<file path="src/rtl/rgbconv_pkg.sv">
// ----------------------------------------------------------------------------
// rgbconv_pkg
// Shared types and constants of the RGB 3x3 convolution unit.
// ----------------------------------------------------------------------------
package rgbconv_pkg;

  localparam int MAX_ROWS  = 256;
  localparam int MAX_COLS  = 256;
  localparam int ROW_W     = $clog2(MAX_ROWS);
  localparam int COL_W     = $clog2(MAX_COLS);
  localparam int ADDR_W    = ROW_W + COL_W;
  localparam int DEPTH     = MAX_ROWS * MAX_COLS;
  localparam int PIX_W     = 24;
  localparam int CFG_W     = 24;
  localparam int CFG_IDX_W = 3;
  localparam int SIZE_W    = 9;
  localparam int ACC_W     = 20;

  // Position of a tap inside the 3x3 window, per axis.
  localparam logic [1:0] TAP_FIRST = 2'd0;
  localparam logic [1:0] TAP_MID   = 2'd1;
  localparam logic [1:0] TAP_LAST  = 2'd2;

  typedef enum logic {
    ACT_LOAD = 1'b0,
    ACT_READ = 1'b1
  } action_e;

  typedef enum logic [CFG_IDX_W-1:0] {
    REG_FRAME_ROWS    = 3'd0,
    REG_FRAME_COLS    = 3'd1,
    REG_KERNEL_TOP    = 3'd2,
    REG_KERNEL_MIDDLE = 3'd3,
    REG_KERNEL_BOTTOM = 3'd4
  } cfg_reg_e;

  typedef enum logic [1:0] {
    ST_IDLE,
    ST_FETCH,
    ST_DRAIN,
    ST_FINISH
  } state_e;

  typedef struct packed {
    logic       write_pixel;
    logic       load_center;
    logic       issue;
    logic [1:0] tap_row;
    logic [1:0] tap_col;
    logic       out_load;
  } cmd_t;

  typedef struct packed {
    logic out_free;
  } status_t;

endpackage

</file>
<file path="src/rtl/rgbconv_ctrl.sv">
// ----------------------------------------------------------------------------
// rgbconv_ctrl
// Sequencer that walks the nine window taps of a read word.
// ----------------------------------------------------------------------------
module rgbconv_ctrl (
  input  logic                 clk_i,
  input  logic                 rst_ni,
  input  logic                 in_valid_i,
  input  logic                 in_action_i,
  output logic                 in_ready_o,
  input  rgbconv_pkg::status_t status_i,
  output rgbconv_pkg::cmd_t    cmd_o
);

  rgbconv_pkg::state_e state_q, state_d;
  logic [1:0] tap_row_q, tap_row_d;
  logic [1:0] tap_col_q, tap_col_d;

  always_ff @(posedge clk_i or negedge rst_ni) begin
    if (!rst_ni) begin
      state_q   <= rgbconv_pkg::ST_IDLE;
      tap_row_q <= rgbconv_pkg::TAP_FIRST;
      tap_col_q <= rgbconv_pkg::TAP_FIRST;
    end else begin
      state_q   <= state_d;
      tap_row_q <= tap_row_d;
      tap_col_q <= tap_col_d;
    end
  end

  // Next state and tap counters.
  always_comb begin
    state_d   = state_q;
    tap_row_d = tap_row_q;
    tap_col_d = tap_col_q;
    case (state_q)
      rgbconv_pkg::ST_IDLE: begin
        tap_row_d = rgbconv_pkg::TAP_FIRST;
        tap_col_d = rgbconv_pkg::TAP_FIRST;
        if (in_valid_i && in_action_i == rgbconv_pkg::ACT_READ) begin
          state_d = rgbconv_pkg::ST_FETCH;
        end
      end
      rgbconv_pkg::ST_FETCH: begin
        if (tap_col_q == rgbconv_pkg::TAP_LAST) begin
          tap_col_d = rgbconv_pkg::TAP_FIRST;
          if (tap_row_q == rgbconv_pkg::TAP_LAST) begin
            state_d = rgbconv_pkg::ST_DRAIN;
          end else begin
            tap_row_d = tap_row_q + 2'd1;
          end
        end else begin
          tap_col_d = tap_col_q + 2'd1;
        end
      end
      rgbconv_pkg::ST_DRAIN: begin
        state_d = rgbconv_pkg::ST_FINISH;
      end
      rgbconv_pkg::ST_FINISH: begin
        if (status_i.out_free) begin
          state_d = rgbconv_pkg::ST_IDLE;
        end
      end
      default: begin
        state_d = rgbconv_pkg::ST_IDLE;
      end
    endcase
  end

  // Commands to the datapath.
  always_comb begin
    in_ready_o        = 1'b0;
    cmd_o             = '0;
    cmd_o.tap_row     = tap_row_q;
    cmd_o.tap_col     = tap_col_q;
    case (state_q)
      rgbconv_pkg::ST_IDLE: begin
        in_ready_o = 1'b1;
        if (in_valid_i) begin
          cmd_o.write_pixel = (in_action_i == rgbconv_pkg::ACT_LOAD);
          cmd_o.load_center = (in_action_i == rgbconv_pkg::ACT_READ);
        end
      end
      rgbconv_pkg::ST_FETCH: begin
        cmd_o.issue = 1'b1;
      end
      rgbconv_pkg::ST_FINISH: begin
        cmd_o.out_load = status_i.out_free;
      end
      default: begin
        cmd_o.issue = 1'b0;
      end
    endcase
  end

  a_first_tap: assert property (@(posedge clk_i) disable iff (!rst_ni)
    cmd_o.load_center |=> cmd_o.issue && cmd_o.tap_row == rgbconv_pkg::TAP_FIRST &&
                          cmd_o.tap_col == rgbconv_pkg::TAP_FIRST)
    else $error("window walk did not start at the top left tap");

  a_last_tap: assert property (@(posedge clk_i) disable iff (!rst_ni)
    cmd_o.issue && cmd_o.tap_row == rgbconv_pkg::TAP_LAST &&
    cmd_o.tap_col == rgbconv_pkg::TAP_LAST |=> !cmd_o.issue ##1 !in_ready_o)
    else $error("window walk did not stop after the last tap");

  a_out_free: assert property (@(posedge clk_i) disable iff (!rst_ni)
    cmd_o.out_load |-> status_i.out_free)
    else $error("result loaded over a word not yet taken");

endmodule

</file>
<file path="config.mk">
export PLATFORM = sky130hd
export DESIGN_NAME = rgbconv_ctrl
export DESIGN_NICKNAME = d
export VERILOG_FILES = /design/src/rtl/rgbconv_pkg.sv /design/src/rtl/rgbconv_ctrl.sv
export SDC_FILE = /design/constraint.sdc
export NUM_CORES = 1
export LEC_CHECK = 0
export ABC_AREA = 1
export BUFFER_PORTS_ARGS = -buffer_cell sky130_fd_sc_hd__buf_4
export CAP_MARGIN = 20
export CORE_MARGIN = 4
export CORE_UTILIZATION = 25
export CTS_BUF_LIST = sky130_fd_sc_hd__clkbuf_4 sky130_fd_sc_hd__clkbuf_8
export DETAILED_ROUTE_END_ITERATION = 7
export SYNTH_ARGS = -nofsm -noshare
export SYNTH_HDL_FRONTEND = slang
export SYNTH_SLANG_ARGS = --single-unit
</file>
<file path="constraint.sdc">
create_clock -name clk_i -period 2.96 [get_ports clk_i]
set_input_delay 0.444 -clock clk_i [delete_from_list [all_inputs] [get_ports clk_i]]
set_output_delay 0.444 -clock clk_i [all_outputs]
set_load 0.03 [all_outputs]
</file>
==> impl_metrics.ini <==
[outcome]
status = completed

[die]
initial_utilization_pct = 26.2
std_cell_rows = 15
dieArea_sq_um = 2530
die_h_microns = 50.3
io_pins = 14
coreArea_sq_um = 1710
die_w_microns = 50.3

[layout]
postLayoutCoreUtil_pct = 35.7
drive_gt1_share_pct = 22.8
n_antenna_cell = 0
finalNetCount = 93
area_growth_pct = 36.0
final_area_sq_um = 609

[sta]
worst_slew_pin_slew_ps = 213
hold_violations = 0
period_share_pct = 60.4
fin_hold_ws_ps = 507
finalSetupViolations = 0
skew_ps = 1.27
rsz0062_at_grt = false
period_needed_ps = 1790
fmax_mhz = 559
slew-limit-headroom_pct = 85.8
fin_tns_setup_ps = 0
drv_slew = 0

[synthesis]
synthSimpleGateAreaFrac_pct = 26.8
synthCells = 62
syn_nets = 74
synth_compound_area_share_pct = 10.1
synth-seq-cells = 6
synth_fa_ha_area_share_pct = 19.6
synth_top_family_by_area = simple AND/OR/NAND/NOR gates
synthMuxAreaShare_pct = 0
synth-xor-area-share_pct = 0
synth_area_per_cell_sq_um = 7.22
synth_area_sq_um = 448
yosysSeqAreaShare_pct = 33.5
ys_warn_count = 0
synth_cell_type_count = 12

[cts]
post-cts-setup-buffers = 0
clk_latency_ps = 240
numClockSinks = 6
cts_buffer_depth = 2
cts_buffers = 3
cts-resized-gates = 0
hold_buffers = 1
htreeDepth = 1
cts-root-buf = clkbuf_4
clkTransAtPathRegs_ps = 40
cts_tree = built

[min_path]
hp-class = reg2reg

[power]
p_leak_nw = 0.353
vdd_drop_max_mv = 0.291
power_density_nw_per_um2 = 1080

[placed_design]
post-dp-hpwl_microns = 718
placed_area_sq_um = 577
io_buffers = 13
place_congestion = 0.738

[global_routing]
grt_max_degree = 7
grt_pass1_wl_microns = 1390
grt_antenna_before_repair = 0
track_usage_pct = 7.13
first_global_vias = 369
overflow = 0

[drt]
drc = 0
via_count = 409
antenna_left = 0
drtIter0Drc = 5
routedWlPerCell_microns = 7.91
firstDrtPassIters = 3
viasPerCell = 3.93
drt_wl_total_microns = 823

[critical_path]
startpoint = state_q[0]
crit_required_ps = 2520
reg2regPathDepth = 7
cp.arrival_ps = 1340
path_class = reg2out
reg2reg_to = tap_row_q[1]
cp-start-kind = flip-flop
crit_path_end_kind = output pin
worstPathMaxFanout = 5
regToRegStartpoint = state_q[0]
r2r_slack_ps = 1620
critPathCapture = cmd_o[7]

[flow_run]
maxCapViolCount = 0
-- layer usage --
layer,GRT usage [%],up-vias,share of wire (%)
met4,1.35,0,0
met2,11.7,12,46
met5,0,-,0
met3,3.86,0,8.5
li1,-,224,-
met1,8.15,173,45
-- kinds of logic (layout without fill, tap and decap cells) --
family	after synthesis	in the layout
AO/OA/AOI/OAI	7	7
adder cells (fa/ha/maj)	7	7
buffers and inverters	12	29
flip-flops	6	6
AND/OR/NAND/NOR	30	30
-- power by group --
| group | internal [W] | switching (W) |
|---|---|---|
| Combinational | 0.000161 | 0.000278 |
| Clock | 0.0000457 | 0.0000265 |
| Sequential | 0.000118 | 0.0000282 |
| Total | 0.000325 | 0.000333 |
-- registers in the layout, indices dropped and copies added (netlist names) --
name       flops
state_q        2
tap_col_q      2
tap_row_q      2
-- cell usage in the layout (no fill, tap or decap) --
| master | n |
|---|---|
| a21oi_2 | 1 |
| inv_1 | 12 |
| nand2_1 | 19 |
| dlygate4sd3_1 | 1 |
| nor2_1 | 6 |
| buf_4 | 13 |
| or2_2 | 1 |
| nand3_1 | 4 |
| o22ai_1 | 1 |
| o21bai_1 | 2 |
| ha_1 | 7 |
| o21ai_0 | 1 |
| clkbuf_4 | 3 |
| a21oi_1 | 2 |
| dfrtp_1 | 6 |
-- cells in the mapped netlist, drive strengths merged --
| master | count | area share [%] |
|---|---|---|
| or2 | 1 | 1.4 |
| inv | 12 | 10 |
| o21ai | 1 | 1.1 |
| dfrtp | 6 | 34 |
| nand2 | 19 | 16 |
| nand3 | 4 | 4.5 |
| ha | 7 | 20 |
| o21bai | 2 | 3.4 |
| o22ai | 1 | 1.4 |
| a21oi | 3 | 4.2 |
| nor2 | 6 | 5.0 |
-- per-stage QoR --
stage / power [W] / worst slack (ps) / instances
floorplan: 0.000470 / 1110 / 62
global placement: 0.000589 / 1430 / 100
CTS: 0.000671 / 1140 / 104
global route: 0.000729 / 1050 / 104
detailed placement: 0.000593 / 1400 / 100
finish: 0.000658 / 1170 / 104
-- worst min path at each step --
| stage | from | to | slack, ps | cells past startpoint |
|---|---|---|---|---|
| after floorplan | rst_ni | state_q[0] | 150 | 0 |
| after global placement | rst_ni | tap_col_q[0] | 260 | 1 |
| after detailed placement | rst_ni | tap_row_q[0] | 260 | 1 |
| after CTS | tap_row_q[1] | tap_row_q[1] | 520 | 2 |
| after global routing | rst_ni | tap_row_q[0] | 540 | 2 |
| final | tap_row_q[1] | tap_row_q[1] | 510 | 2 |
-- worst max-delay path, cell delays in order, from the launching register on --
cell and delay, ps:
dfrtp_1 410, inv_1 130, ha_1 240, nand2_1 70, nor2_1 90, buf_4 160
-- cell type report --
class | count | area (sq um)
Timing Repair Buffer | 14 | 108
Tap cell | 25 | 31.3
Inverter | 12 | 45.0
Multi-Input combinational cell | 44 | 253
Sequential cell | 6 | 150
Fill cell | 190 | 1100
Clock buffer | 3 | 22.5
(Power assumes the default switching activity.)
